$ cat config.mk
export PLATFORM = sky130hd
export DESIGN_NAME = signed_int_to_decimal_ascii
export DESIGN_NICKNAME = d
export VERILOG_FILES = /design/src/design/sidasc_pkg.sv /design/src/design/sidasc_dab_stage.sv /design/src/design/signed_int_to_decimal_ascii.sv
export VERILOG_INCLUDE_DIRS = /design/src /design/src/design
export SDC_FILE = /design/constraint.sdc
export NUM_CORES = 1
export LEC_CHECK = 0
export BUFFER_PORTS_ARGS = -buffer_cell sky130_fd_sc_hd__buf_2
export CAP_MARGIN = 25
export CORE_MARGIN = 2
export CORE_UTILIZATION = 55
export DETAILED_ROUTE_END_ITERATION = 8
export GPL_ROUTABILITY_DRIVEN = 0
export HOLD_SLACK_MARGIN = 0.06
export MAX_ROUTING_LAYER = met4
export PLACE_DENSITY = 0.78
export REMOVE_ABC_BUFFERS = 1
export SYNTH_ARGS = -nofsm -noshare
export SYNTH_HDL_FRONTEND = slang
export SYNTH_SLANG_ARGS = --single-unit
$ cat constraint.sdc
create_clock -name clk -period 7.8 [get_ports clk]
set_input_delay 0 -clock clk [delete_from_list [all_inputs] [get_ports clk]]
set_output_delay 0 -clock clk [all_outputs]
set_load 0.05 [all_outputs]
$ cat src/design/assert_macros.svh
// Assertion macros used by the top-level converter.
`ifndef ASSERT_MACROS_SVH
`define ASSERT_MACROS_SVH
`ifndef ASSERT_OFF
`define CHECK_PROP(label, prop) \
    label: assert property (@(posedge clk) disable iff (!rst_n) prop) \
        else $error("%m: check failed");
`define CHECK_NEVER(label, expr) \
    label: assert property (@(posedge clk) disable iff (!rst_n) !(expr)) \
        else $error("%m: forbidden condition seen");
`else
`define CHECK_PROP(label, prop)
`define CHECK_NEVER(label, expr)
`endif
`endif

$ cat src/design/sidasc_pkg.sv
// Constants and types for the signed integer to decimal text converter.
package sidasc_pkg;
    localparam int VALUE_W        = 32;
    localparam int DIGIT_W        = 4;
    localparam int NUM_DIGITS     = 10;
    localparam int BCD_W          = NUM_DIGITS * DIGIT_W;
    localparam int BITS_PER_STAGE = 8;
    localparam int NUM_STAGES     = VALUE_W / BITS_PER_STAGE;
    localparam int IDX_W          = $clog2(NUM_DIGITS);
    localparam int CHAR_W         = 8;
    localparam int COUNT_W        = 4;

    localparam logic [CHAR_W-1:0] CHAR_ZERO  = 8'h30;
    localparam logic [CHAR_W-1:0] CHAR_MINUS = 8'h2D;

    // Work carried down the double-dabble pipeline.
    typedef struct packed {
        logic               neg;
        logic [BCD_W-1:0]   bcd;
        logic [VALUE_W-1:0] mag;
    } dab_t;
endpackage

$ cat src/design/sidasc_dab_stage.sv
// One registered pipeline stage of the binary to BCD (double-dabble) conversion.
module sidasc_dab_stage (
    input  logic               clk,
    input  logic               rst_n,
    input  logic               up_valid,
    input  sidasc_pkg::dab_t   up_data,
    output logic               up_ready,
    output logic               dn_valid,
    output sidasc_pkg::dab_t   dn_data,
    input  logic               dn_ready
);
    import sidasc_pkg::*;

    logic               valid_reg;
    logic               valid_next;
    dab_t               data_reg;
    dab_t               data_next;
    logic [BCD_W-1:0]   bcd_w;
    logic [VALUE_W-1:0] mag_w;

    assign up_ready = !valid_reg || dn_ready;
    assign dn_valid = valid_reg;
    assign dn_data  = data_reg;

    // Each step corrects every digit above four, then shifts in the next magnitude bit.
    always_comb
    begin
        bcd_w = up_data.bcd;
        mag_w = up_data.mag;
        for (int s = 0; s < BITS_PER_STAGE; s++)
        begin
            for (int d = 0; d < NUM_DIGITS; d++)
            begin
                if (bcd_w[d*DIGIT_W +: DIGIT_W] >= 4'd5)
                begin
                    bcd_w[d*DIGIT_W +: DIGIT_W] = bcd_w[d*DIGIT_W +: DIGIT_W] + 4'd3;
                end
            end
            bcd_w = {bcd_w[BCD_W-2:0], mag_w[VALUE_W-1]};
            mag_w = {mag_w[VALUE_W-2:0], 1'b0};
        end
        data_next.neg = up_data.neg;
        data_next.bcd = bcd_w;
        data_next.mag = mag_w;
    end

    always_comb
    begin
        valid_next = up_ready ? up_valid : valid_reg;
    end

    always_ff @(posedge clk or negedge rst_n)
    begin
        if (!rst_n)
        begin
            valid_reg <= 1'b0;
        end
        else
        begin
            valid_reg <= valid_next;
        end
    end

    always_ff @(posedge clk)
    begin
        if (up_ready && up_valid)
        begin
            data_reg <= data_next;
        end
    end
endmodule

$ cat src/design/signed_int_to_decimal_ascii.sv
// Signed 32-bit integer to decimal ASCII text, one character per output transfer.
//
//   channel  direction  handshake            payload
//   input    in         in_valid / in_stall  value
//   output   out        out_valid/out_stall  char_code, last_char, char_count
//
// A value passes a negate stage and four double-dabble stages of eight bits each,
// and is registered once more in the serializer before its first character appears.
// The serializer then sends one character per cycle while out_stall is low, so 1 to 11
// characters per value, and that serializer sets the sustained rate; the pipeline behind it
// holds up to five further values. Reset empties every stage. A stall on the
// output holds the current character and backs up the pipeline without loss.
`include "assert_macros.svh"

module signed_int_to_decimal_ascii (
    input  logic                                   clk,
    input  logic                                   rst_n,
    input  logic                                   in_valid,
    output logic                                   in_stall,
    input  logic signed [sidasc_pkg::VALUE_W-1:0]  value,
    output logic                                   out_valid,
    input  logic                                   out_stall,
    output logic        [sidasc_pkg::CHAR_W-1:0]   char_code,
    output logic                                   last_char,
    output logic        [sidasc_pkg::COUNT_W-1:0]  char_count
);
    import sidasc_pkg::*;

    // Stage zero: sign and magnitude.
    logic               s0_valid_reg;
    logic               s0_valid_next;
    dab_t               s0_data_reg;
    logic               s0_ready;

    logic               stg_valid [NUM_STAGES+1];
    dab_t               stg_data  [NUM_STAGES+1];
    logic               stg_ready [NUM_STAGES+1];

    // Character serializer.
    logic               ser_valid_reg;
    logic               ser_valid_next;
    logic               sign_pend_reg;
    logic               sign_pend_next;
    logic [IDX_W-1:0]   idx_reg;
    logic [IDX_W-1:0]   idx_next;
    logic [COUNT_W-1:0] total_reg;
    logic [COUNT_W-1:0] total_next;
    logic [DIGIT_W-1:0] digits_reg [NUM_DIGITS];

    logic               ser_take;
    logic               ser_load;
    logic [IDX_W-1:0]   top_idx;
    logic [DIGIT_W-1:0] cur_digit;

    assign s0_ready = !s0_valid_reg || stg_ready[0];
    assign in_stall = !s0_ready;

    always_comb
    begin
        s0_valid_next = s0_ready ? in_valid : s0_valid_reg;
    end

    always_ff @(posedge clk or negedge rst_n)
    begin
        if (!rst_n)
        begin
            s0_valid_reg <= 1'b0;
        end
        else
        begin
            s0_valid_reg <= s0_valid_next;
        end
    end

    // The most negative value negates to itself, which as unsigned is its true magnitude.
    always_ff @(posedge clk)
    begin
        if (s0_ready && in_valid)
        begin
            s0_data_reg.neg <= value[VALUE_W-1];
            s0_data_reg.bcd <= '0;
            s0_data_reg.mag <= value[VALUE_W-1] ? (~value + 1'b1) : value;
        end
    end

    assign stg_valid[0] = s0_valid_reg;
    assign stg_data[0]  = s0_data_reg;

    for (genvar g = 0; g < NUM_STAGES; g++)
    begin : g_dab
        sidasc_dab_stage u_stage (
            .clk      (clk),
            .rst_n    (rst_n),
            .up_valid (stg_valid[g]),
            .up_data  (stg_data[g]),
            .up_ready (stg_ready[g]),
            .dn_valid (stg_valid[g+1]),
            .dn_data  (stg_data[g+1]),
            .dn_ready (stg_ready[g+1])
        );
    end

    // Highest nonzero digit; zero keeps digit zero so it prints as one '0'.
    always_comb
    begin
        top_idx = '0;
        for (int d = 0; d < NUM_DIGITS; d++)
        begin
            if (stg_data[NUM_STAGES].bcd[d*DIGIT_W +: DIGIT_W] != '0)
            begin
                top_idx = IDX_W'(d);
            end
        end
    end

    assign cur_digit  = digits_reg[idx_reg];
    assign out_valid  = ser_valid_reg;
    assign char_code  = sign_pend_reg ? CHAR_MINUS : (CHAR_ZERO + {4'b0000, cur_digit});
    assign last_char  = !sign_pend_reg && (idx_reg == '0);
    assign char_count = last_char ? total_reg : '0;

    assign ser_take = ser_valid_reg && !out_stall;
    assign ser_load = !ser_valid_reg || (ser_take && last_char);
    assign stg_ready[NUM_STAGES] = ser_load;

    always_comb
    begin
        ser_valid_next = ser_valid_reg;
        sign_pend_next = sign_pend_reg;
        idx_next       = idx_reg;
        total_next     = total_reg;
        if (ser_load)
        begin
            ser_valid_next = stg_valid[NUM_STAGES];
            if (stg_valid[NUM_STAGES])
            begin
                sign_pend_next = stg_data[NUM_STAGES].neg;
                idx_next       = top_idx;
                total_next     = COUNT_W'(top_idx) + COUNT_W'(1)
                                 + {{(COUNT_W-1){1'b0}}, stg_data[NUM_STAGES].neg};
            end
        end
        else if (ser_take)
        begin
            if (sign_pend_reg)
            begin
                sign_pend_next = 1'b0;
            end
            else
            begin
                idx_next = idx_reg - 1'b1;
            end
        end
    end

    always_ff @(posedge clk or negedge rst_n)
    begin
        if (!rst_n)
        begin
            ser_valid_reg <= 1'b0;
            sign_pend_reg <= 1'b0;
            idx_reg       <= '0;
            total_reg     <= '0;
        end
        else
        begin
            ser_valid_reg <= ser_valid_next;
            sign_pend_reg <= sign_pend_next;
            idx_reg       <= idx_next;
            total_reg     <= total_next;
        end
    end

    always_ff @(posedge clk)
    begin
        if (ser_load && stg_valid[NUM_STAGES])
        begin
            for (int d = 0; d < NUM_DIGITS; d++)
            begin
                digits_reg[d] <= stg_data[NUM_STAGES].bcd[d*DIGIT_W +: DIGIT_W];
            end
        end
    end

    // A number that is not finished keeps the output busy with its next character.
    `CHECK_PROP(a_more_chars, (ser_take && !last_char) |=> out_valid)
    // The sign is followed by a digit of the same number.
    `CHECK_PROP(a_digit_after_sign, (ser_take && sign_pend_reg) |=> (out_valid && !sign_pend_reg))
    // The digit pointer never leaves the digit store while a number is out.
    `CHECK_NEVER(a_idx_range, ser_valid_reg && (idx_reg > IDX_W'(NUM_DIGITS - 1)))
    // The count held for the last character is never short of the digits still pointed at.
    `CHECK_NEVER(a_count_short, ser_valid_reg && (total_reg <= COUNT_W'(idx_reg)))
endmodule

* Word level (Yosys, flattened, before mapping)
Memory sizes are Yosys's and may differ from the RTL's.
Index checks and enable logic that the tools add are counted.
** Operators by class
- Add/sub/neg operators :: 270
- Order comparisons :: 265
- Equality and inequality tests :: 2
- Multiplexer cells :: 286
- Bitwise operators :: 1
- Reductions and logical operators :: 38
** Operators by type and width (count)
- $ge 4x3->1 const B :: 255
- $mux 4 :: 255
- $add 4x2->4 const B :: 234
- $mux 3 :: 22
- $add 3x2->3 const B :: 21
- $reduce_bool 4->1 :: 9
- $add 32x1->32 const B :: 1
- $not 32->32 :: 1
- $mux 31 :: 1
- $add 1x2->3 const B :: 9
- $ge 1x3->1 const B :: 9
- $logic_and 1x1->1 :: 9
- $logic_not 1->1 :: 9
- $add 6x4->7 const A :: 1
- $mux 1 :: 7
- $mux 7 :: 1
- $logic_or 1x1->1 :: 6
- $add 4x1->4 :: 1
- $add 4x1->4 const B :: 1
- $logic_not 4->1 :: 1
- $reduce_and 2->1 :: 2
- $sub 4x1->4 const B :: 1
- $add 1x2->3 const AB :: 1
- $ge 1x3->1 const AB :: 1
- other kinds (4) :: 4
** Storage, ports and cells
- Register bits :: 248
- Bits in writable memories :: 40
- Bits of input ports :: 36
- Output and inout port bits :: 15
- Memories :: 1
** Memory list
- digits_reg :: words 10, bits a word 4, rd ports 1, clocked after memory_dff 0, wr ports 10, RTL line signed_int_to_decimal_ascii.sv:48 : logic [DIGIT_W-1:0] digits_reg [NUM_DIGITS];

* Depth between registers and ports, before layout
Gate-level depths: netlist of run 1.
- Depth after elaboration :: 16
- Gate-level depth with buffers :: 36

* Cells and area by module
From an unflattened synthesis of run 1, not the netlist that was laid out.
** Unflattened totals
- Cell total of the unflattened synthesis :: 7069
- Area total of the unflattened synthesis :: 55991.2 µm²
** Modules (own cells, without submodules)
- sidasc_dab_stage :: instances 4, cells an instance 1693, area each 12990.0 µm²
- signed_int_to_decimal_ascii :: instances 1, cells an instance 297, area each 4031.4 µm²

* Least setup slack after synthesis of run 1
No wires, ideal clock.
- Path type :: reg-to-reg
- Start :: register g_dab[2].u_stage.data_reg (netlist bit g_dab[2].u_stage.dn_data[40])
- End :: register g_dab[3].u_stage.data_reg (netlist bit g_dab[3].u_stage.dn_data[51]), data pin
- Data arrival time :: 6324 ps
- Required time :: 7540 ps
- Setup slack :: 1216 ps
- Stages on the path, launching flop included :: 31
- Clock period less this slack :: 6584 ps
- Path through :: edfxtp_1 > inv_1 > ha_1 > and2b_1 > a2bb2oi_1 > and2_2 > inv_1 > ha_1 > or3_1 > a211oi_1 > or2_1 > buf_2 > or3_1 > clkbuf_1 > nand2_1 > nor3_1 > a21oi_1 > ha_1 > o22a_1 > o211ai_1 > a21oi_1 > or4_4 > a221oi_4 > ha_1 > inv_1 > a21o_1 > a41oi_2 > o21ai_2 > xnor2_1 > nor2_1 > mux2_2
** Between the ends
- Word-level cells in the longest chain between the ends :: 16
** Ends and longest elaborated chain
- start, declared :: RTL line sidasc_dab_stage.sv:16 : dab_t data_reg;
- start signal, assigned :: RTL line sidasc_dab_stage.sv:68 : data_reg <= data_next;
- $add 4x2->4 / $ge 4x3->1 (equally long branches) :: RTL line sidasc_dab_stage.sv:36, sidasc_dab_stage.sv:34
- $mux 4 * :: RTL line sidasc_dab_stage.sv:34 : if (bcd_w[d*DIGIT_W +: DIGIT_W] >= 4'd5)
- $add 4x2->4 / $ge 4x3->1 (equally long branches) :: RTL line sidasc_dab_stage.sv:36, sidasc_dab_stage.sv:34
- $mux 4 :: RTL line sidasc_dab_stage.sv:34
- $add 4x2->4 / $ge 4x3->1 (equally long branches) :: RTL line sidasc_dab_stage.sv:36, sidasc_dab_stage.sv:34
- $mux 4 :: RTL line sidasc_dab_stage.sv:34
- $add 4x2->4 / $ge 4x3->1 (equally long branches) :: RTL line sidasc_dab_stage.sv:36, sidasc_dab_stage.sv:34
- $mux 4 :: RTL line sidasc_dab_stage.sv:34
- $add 4x2->4 / $ge 4x3->1 (equally long branches) :: RTL line sidasc_dab_stage.sv:36, sidasc_dab_stage.sv:34
- $mux 4 :: RTL line sidasc_dab_stage.sv:34
- $add 4x2->4 / $ge 4x3->1 (equally long branches) :: RTL line sidasc_dab_stage.sv:36, sidasc_dab_stage.sv:34
- $mux 4 :: RTL line sidasc_dab_stage.sv:34
- $add 4x2->4 / $ge 4x3->1 (equally long branches) :: RTL line sidasc_dab_stage.sv:36, sidasc_dab_stage.sv:34
- $mux 4 :: RTL line sidasc_dab_stage.sv:34
- $add 4x2->4 / $ge 4x3->1 (equally long branches) :: RTL line sidasc_dab_stage.sv:36, sidasc_dab_stage.sv:34
- $mux 4 * :: RTL line sidasc_dab_stage.sv:34
- net g_dab[3].u_stage.bcd_w[19] :: RTL line sidasc_dab_stage.sv:18 : logic [BCD_W-1:0] bcd_w;
- end signal, assigned :: RTL line sidasc_dab_stage.sv:68
- end, declared :: RTL line sidasc_dab_stage.sv:16
The timed path passes the listed nets; every way through them passes the cells marked *.
A chain may end at the register's enable or synchronous reset.

* Worst setup path in the final report of run 1
- Start :: register g_dab[0].u_stage.data_reg (netlist bit g_dab[0].u_stage.dn_data[36])
- End :: register g_dab[1].u_stage.data_reg (netlist bit g_dab[1].u_stage.dn_data[45]), data pin
** Between the ends
- Word-level cells in the longest chain between the ends :: 16
** Ends and longest elaborated chain (RTL line)
- start, declared :: sidasc_dab_stage.sv:16
- start signal, assigned :: sidasc_dab_stage.sv:68
- $add 4x2->4 / $ge 4x3->1 (equally long branches) :: sidasc_dab_stage.sv:36, sidasc_dab_stage.sv:34
- $mux 4 * :: sidasc_dab_stage.sv:34
- $add 4x2->4 / $ge 4x3->1 (equally long branches) :: sidasc_dab_stage.sv:36, sidasc_dab_stage.sv:34
- $mux 4 :: sidasc_dab_stage.sv:34
- $add 4x2->4 / $ge 4x3->1 (equally long branches) :: sidasc_dab_stage.sv:36, sidasc_dab_stage.sv:34
- $mux 4 :: sidasc_dab_stage.sv:34
- $add 4x2->4 / $ge 4x3->1 (equally long branches) :: sidasc_dab_stage.sv:36, sidasc_dab_stage.sv:34
- $mux 4 :: sidasc_dab_stage.sv:34
- $add 4x2->4 / $ge 4x3->1 (equally long branches) :: sidasc_dab_stage.sv:36, sidasc_dab_stage.sv:34
- $mux 4 :: sidasc_dab_stage.sv:34
- $add 4x2->4 / $ge 4x3->1 (equally long branches) :: sidasc_dab_stage.sv:36, sidasc_dab_stage.sv:34
- $mux 4 :: sidasc_dab_stage.sv:34
- $add 4x2->4 / $ge 4x3->1 (equally long branches) :: sidasc_dab_stage.sv:36, sidasc_dab_stage.sv:34
- $mux 4 :: sidasc_dab_stage.sv:34
- $add 4x2->4 / $ge 4x3->1 (equally long branches) :: sidasc_dab_stage.sv:36, sidasc_dab_stage.sv:34
- $mux 4 * :: sidasc_dab_stage.sv:34
- net g_dab[1].u_stage.bcd_w[13] :: sidasc_dab_stage.sv:18
- end signal, assigned :: sidasc_dab_stage.sv:68
- end, declared :: sidasc_dab_stage.sv:16
Marked as above.

==> results of run 1 <==
worst min path at each step:
stage / startpoint / slack, ns / cells after the start / end
2_1_floorplan: rst_n / -0.30 / 0 / g_dab[0].u_stage.dn_valid$_DFFE_PN0P_
3_3_place_gp: rst_n / -0.02 / 1 / total_reg[0]$_DFFE_PN0P_
3_5_place_dp: rst_n / -0.02 / 1 / idx_reg[0]$_DFFE_PN0P_
4_1_cts: value[0] / 0.14 / 2 / s0_data_reg[0]$_DFFE_PP_
5_1_grt: value[0] / 0.17 / 2 / s0_data_reg[0]$_DFFE_PP_
6_report: value[0] / 0.17 / 2 / s0_data_reg[0]$_DFFE_PP_
routing by layer:
metal / track usage / wire length [um] / vias up
li1: - / - / 12761
met1: 0.296 / 27600 / 11302
met2: 0.366 / 26100 / 429
met3: 0.0213 / 1900 / 54
met4: 0.0358 / 741 / 0
met5: - / 0 / -
cell type report:
type / count / area (um2)
fillers: 4224 / 19300
clock buffers: 37 / 777
flip-flops and latches: 242 / 7190
well taps: 664 / 831
repair buffers: 122 / 961
clock inverters: 17 / 151
inverters: 231 / 867
multi-input cells: 2779 / 19000
cells by family (layout without fill, tap and decap cells):
| family | Yosys count | count (layout) | synth area share |
|---|---|---|---|
| buf+inv | 326 | 407 | 0.0463 |
| compound gates | 1173 | 1173 | 0.293 |
| fa+ha+maj | 154 | 154 | 0.0700 |
| other cells | 2 | 3 | 0.000275 |
| xor+xnor | 146 | 146 | 0.0500 |
| mux | 177 | 177 | 0.0728 |
| simple gates | 1126 | 1126 | 0.205 |
| flops | 242 | 242 | 0.263 |
stage by stage:
step                hold WS [ns]   util  instances  instance area, um2
CTS                        0.140  0.605       4092               29700
global placement         -0.0217  0.574       3977               28100
detailed placement       -0.0217  0.574       3978               28200
global route               0.165  0.606       4092               29700
finish                     0.166  0.606       4092               29700
floorplan                 -0.296      -       3252               27000
cells in the mapped netlist, drive strengths merged (20+ instances only):
| cell type | n | share of area |
|---|---|---|
| xnor2 | 108 | 0.036 |
| ha | 149 | 0.068 |
| a21oi | 249 | 0.046 |
| inv | 231 | 0.032 |
| a211o | 22 | 0.0070 |
| o31ai | 34 | 0.0099 |
| nor2 | 270 | 0.037 |
| nor3b | 20 | 0.0059 |
| mux2 | 63 | 0.026 |
| edfxtp | 227 | 0.25 |
| or2 | 30 | 0.0069 |
| nor2b | 53 | 0.012 |
| mux2i | 105 | 0.039 |
| xor2 | 37 | 0.013 |
| a22oi | 23 | 0.0065 |
| nand3 | 78 | 0.014 |
| o21ai | 259 | 0.048 |
| a21boi | 25 | 0.0070 |
| o22ai | 52 | 0.012 |
| o21a | 43 | 0.012 |
| o211ai | 55 | 0.016 |
| o21bai | 21 | 0.0060 |
| a31oi | 64 | 0.015 |
| a211oi | 59 | 0.017 |
| nand2b | 75 | 0.017 |
| buf | 26 | 0.0050 |
| and3 | 28 | 0.0064 |
| or3 | 45 | 0.010 |
| or4 | 20 | 0.0056 |
| nor3 | 89 | 0.017 |
| and2 | 61 | 0.014 |
| clkbuf | 69 | 0.0096 |
| nand2 | 297 | 0.041 |
| a21o | 51 | 0.014 |
repair_timing:
action                     in CTS  in global routing
resized for setup               0                  7
hold buffers                   60                  0
hold endpoints to repair       57                  0
setup endpoints to repair       0                 12
critical path: cells and delay by family (launching register included):
family / cells / cell delay (ns)
adders and majority gates: 7 / 1.60
xor gates and xnor gates: 2 / 0.68
AOI/OAI and AO/OA: 11 / 2.32
and+or+nand+nor: 7 / 1.13
muxes: 2 / 0.57
DFF: 1 / 0.41
buffers and inverters: 3 / 0.22
==> flow_summary.toml, run 1 <==
[route]
wl_per_cell_um = 13.8
final_routed_wirelength_across_all_metal_layers_mm = 56.3
remaining_drc_errors = 0
first_iter_violations = 1610
drt_pass1_iterations = 5
vias = 24546
number_of_vias_per_cell = 6.00
route.antenna.remaining_nets = 0

[setup_path]
crit_path_max_incr_delay_ns = 0.47
reg2reg_slack_ns = 0.62
rr_worst_depth = 32
worstSetupPathType = "flip-flop to flip-flop"
critPathSlowestCell = "sky130_fd_sc_hd__a211oi_1"
critical_path.endpoint_type = "flip-flop"
worst-endpoint-required_ns = 8.13
critical_path.endpoint = "g_dab[1].u_stage.dn_data[45]$_DFFE_PP_"
cp_max_fo = 5
crit_path_start_kind = "flip-flop"
cp.arrival_ns = 7.51
critPathLaunch = "g_dab[0].u_stage.dn_data[36]$_DFFE_PP_"
worst_r2r_startpoint = "g_dab[0].u_stage.dn_data[36]$_DFFE_PP_"
worstReg2RegEnd = "g_dab[1].u_stage.dn_data[45]$_DFFE_PP_"
critical_path.most_common_cell = "sky130_fd_sc_hd__ha_1"

[floorplan]
die-area_um2 = 51500
die_w_um = 227
top_level_ports = 51
initial_utilization = 0.558
chipHeight_um = 227
coreArea_um2 = 49100
fp-row-count = 81

[clocking]
number_of_cts_inserted_buffers = 30
cts.sink_count = 242
clkTransAtPathRegs_ns = 0.06
h-tree-depth = 1
max-clock-path-buffers = 3
clkLatencyLatePin_ns = 0.59
cts_setup_buffers = 0
cts.root.buffer_cell = "sky130_fd_sc_hd__clkbuf_16"
cts_tree = "built"

[grt]
largest_net_degree_at_the_start_of_global_routing = 42
grt_util_all_layers = 0.220
grt_antenna_before_repair = 0
grt_first_pass_wirelength_mm = 96.8
global_route.overflow_total = 0
first_global_vias = 21745

[sta]
accumulated_negative_setup_slack_ns = 0
max_freq_mhz = 139
setup_repair_after_global_routing_missed_its_margin = "false"
finalHoldViolations = 0
skew_ns = 0.0342
post-route-worst-setup-slack_ns = 0.624
period_needed_ns = 7.18
finalSetupViolations = 0
relSlewSlack = 0.327
min_period_over_period = 0.920
actual_slew_at_the_worst_max_slew_pin_ns = 0.985
count_of_final_max_slew_check_failures = 0

[flow_run]
number_of_max_cap_violations = 0

[synth]
yosys.cell_types.count = 126
postSynth.asyncResetShare = 0.0620
synth.yosys.seq_area_share = 0.263
mappedNetlistArea_um2 = 27300
avgSynthCellArea_um2 = 8.17
postSynthCellCount = 3346
ys_warn_count = 0
ys_dominant_reg_cell = "sky130_fd_sc_hd__edfxtp_1"
synth_edf_count = 227
yosys_register_bits = 242

[final_layout]
largest_register_ffs = 154
final_net_count = 3591
mostFrequentLayoutCell = "sky130_fd_sc_hd__nand2_1"
diodes = 0
flow.area_growth_from_synthesis_pct = 8.72
drive_above_1_share = 0.0887
layout_common_cells = "296 x sky130_fd_sc_hd__nand2_1, 268 x sky130_fd_sc_hd__nor2_1, 242 x sky130_fd_sc_hd__a21oi_1"

[status]
outcome = "finished, final reports clean"

[worst_hold_path]
min_path_type = "primary input to flip-flop"

[place]
dp_slack_ns = 0.587
place.port_buffers = 47
detailed_place_hpwl_mm = 40.6
Power of run 1 is not shown: default switching activity piles up to over one toggle a cycle in this logic, so the estimate is an artifact.
==> run 2, diff against run 1 <==
--- a/config.mk
+++ b/config.mk
@@ -10,6 +10,7 @@
 export CAP_MARGIN = 25
 export CORE_MARGIN = 2
 export CORE_UTILIZATION = 55
+export CTS_CLUSTER_DIAMETER = 80
 export DETAILED_ROUTE_END_ITERATION = 8
 export GPL_ROUTABILITY_DRIVEN = 0
 export HOLD_SLACK_MARGIN = 0.06
==> constraint.sdc (replaced) <==
create_clock -name clk -period 7.76 [get_ports clk]
set_input_delay 0 -clock clk [delete_from_list [all_inputs] [get_ports clk]]
set_output_delay 0 -clock clk [all_outputs]
set_load 0.05 [all_outputs]
==> flow_summary.toml, run 2 (synthesized netlist as in run 1, its figures left out) <==
[place]
place.port_buffers = 47
detailed_place_hpwl_mm = 40.7

[setup_path]
worstSetupPathType = "flip-flop to flip-flop"
worst-endpoint-required_ns = 8.11
cp.arrival_ns = 7.50
crit_path_start_kind = "flip-flop"
critical_path.endpoint_type = "flip-flop"
worst_r2r_startpoint = "g_dab[0].u_stage.dn_data[36]$_DFFE_PP_"
critical_path.most_common_cell = "sky130_fd_sc_hd__ha_1"
rr_worst_depth = 33
critPathSlowestCell = "sky130_fd_sc_hd__a211oi_1"
reg2reg_slack_ns = 0.61
crit_path_max_incr_delay_ns = 0.46
worstReg2RegEnd = "g_dab[1].u_stage.dn_data[45]$_DFFE_PP_"
cp_max_fo = 5

[clocking]
clkTransAtPathRegs_ns = 0.06
cts.root.buffer_cell = "sky130_fd_sc_hd__clkbuf_16"
number_of_cts_inserted_buffers = 30
cts_tree = "built"
max-clock-path-buffers = 3
h-tree-depth = 1
clkLatencyLatePin_ns = 0.61
cts.sink_count = 242

[worst_hold_path]
holdPathStages = 3
min-delay-start = "in_valid"
min_path_type = "primary input to flip-flop"
min_delay_worst_endpoint = "s0_valid_reg$_DFFE_PN0N_"

[final_layout]
finalCoreUtilization = 0.608
largest_register_ffs = 154
flow.area_growth_from_synthesis_pct = 9.10
filler_cell_count = 4310
layout_common_cells = "296 x sky130_fd_sc_hd__nand2_1, 268 x sky130_fd_sc_hd__nor2_1, 243 x sky130_fd_sc_hd__a21oi_1"
final_net_count = 3595
drive_above_1_share = 0.0886
diodes = 0
mostFrequentLayoutCell = "sky130_fd_sc_hd__nand2_1"

[floorplan]
initial_utilization = 0.558
coreArea_um2 = 49100
chipHeight_um = 227
die-area_um2 = 51500
die_w_um = 227
fp-row-count = 81
top_level_ports = 51

[grt]
grt_antenna_before_repair = 0
global_route.overflow_total = 0
grt_util_all_layers = 0.219
first_global_vias = 21812
largest_net_degree_at_the_start_of_global_routing = 42
grt_first_pass_wirelength_mm = 96.2

[route]
first_iter_violations = 1564
number_of_vias_per_cell = 6.00
drt_pass1_iterations = 6
remaining_drc_errors = 0
final_routed_wirelength_across_all_metal_layers_mm = 55.9
vias = 24599
wl_per_cell_um = 13.7
route.antenna.remaining_nets = 0

[flow_run]
number_of_max_cap_violations = 0

[sta]
min_period_over_period = 0.922
count_of_final_max_slew_check_failures = 0
period_needed_ns = 7.15
relSlewSlack = 0.344
finalSetupViolations = 0
skew_ns = 0.0525
worst_hold_slack_ns = 0.143
max_freq_mhz = 140
finalHoldViolations = 0
actual_slew_at_the_worst_max_slew_pin_ns = 0.979

[status]
outcome = "finished, final reports clean"
-- run 2: cell types whose count changed in the layout (fill, tap and decap cells not counted), sizes merged, moves of 2 or more --
cell / before / now
buf: 62 / 64
clkbuf: 37 / 35
clkinv: 10 / 14
clkinvlp: 4 / 1
dlygate4sd3: 60 / 62
-- run 2: what timing repair did --
item / CTS / global route
hold endpoints to repair: 57 / 0
buffers inserted: 0 / 0
resized for setup: 0 / 9
setup endpoints to repair: 0 / 18
hold buffers: 62 / 0
-- run 2: cell type report --
class | count | area [um2] | share of cell area
Multi-Input combinational cell | 2779 | 19000 | 0.635
Clock buffer | 35 | 769 | 0.0258
Timing Repair Buffer | 126 | 992 | 0.0333
Tap cell | 664 | 831 | 0.0278
Clock inverter | 20 | 228 | 0.00763
Sequential cell | 242 | 7190 | 0.241
Inverter | 231 | 867 | 0.0291
-- run 2: through the flow --
| step | cell area [um2] | setup WS [ns] | setup TNS (ns) | instances |
|---|---|---|---|---|
| 3_5_place_dp | 28200 | 0.595 | 0 | 3980 |
| 4_1_cts | 29800 | 0.513 | 0 | 4097 |
| 2_1_floorplan | 27000 | 1.26 | 0 | 3252 |
| 5_1_grt | 29800 | -0.0199 | -0.0199 | 4097 |
| 3_3_place_gp | 28200 | 0.739 | 0 | 3978 |
| 6_report | 29800 | 0.609 | 0 | 4097 |
-- run 2: critical path, delay by kind of cell (launching register included) --
family / cells / cell delay [ns]
fa+ha+maj: 6 / 1.39
compound gates: 11 / 2.11
simple gates: 9 / 1.68
xor+xnor: 1 / 0.34
buf+inv: 4 / 0.33
mux: 2 / 0.61
flops: 1 / 0.41
-- run 2: routing by layer --
metal  track usage  routed length, um  vias up
li1              -                  -    12785
met1         0.297              27400    11351
met2         0.362              25900      393
met3        0.0196               1740       70
met4        0.0417                888        0
met5             -                  0        -
-- run 2: worst max path at each step --
stage,start,to,slack [ns],depth (start not counted)
6_report,g_dab[0].u_stage.dn_data[36]$_DFFE_PP_,g_dab[1].u_stage.dn_data[45]$_DFFE_PP_,0.61,33
2_1_floorplan,g_dab[2].u_stage.dn_data[40]$_DFFE_PP_,g_dab[3].u_stage.dn_data[51]$_DFFE_PP_,1.26,28
5_1_grt,g_dab[2].u_stage.dn_data[56]$_DFFE_PP_,g_dab[3].u_stage.dn_data[70]$_DFFE_PP_,-0.02,34
3_3_place_gp,g_dab[2].u_stage.dn_data[56]$_DFFE_PP_,g_dab[3].u_stage.dn_data[70]$_DFFE_PP_,0.74,34
3_5_place_dp,g_dab[2].u_stage.dn_data[44]$_DFFE_PP_,g_dab[3].u_stage.dn_data[51]$_DFFE_PP_,0.60,30
4_1_cts,g_dab[2].u_stage.dn_data[44]$_DFFE_PP_,g_dab[3].u_stage.dn_data[51]$_DFFE_PP_,0.51,30
Power of run 2 is left out for the same reason.
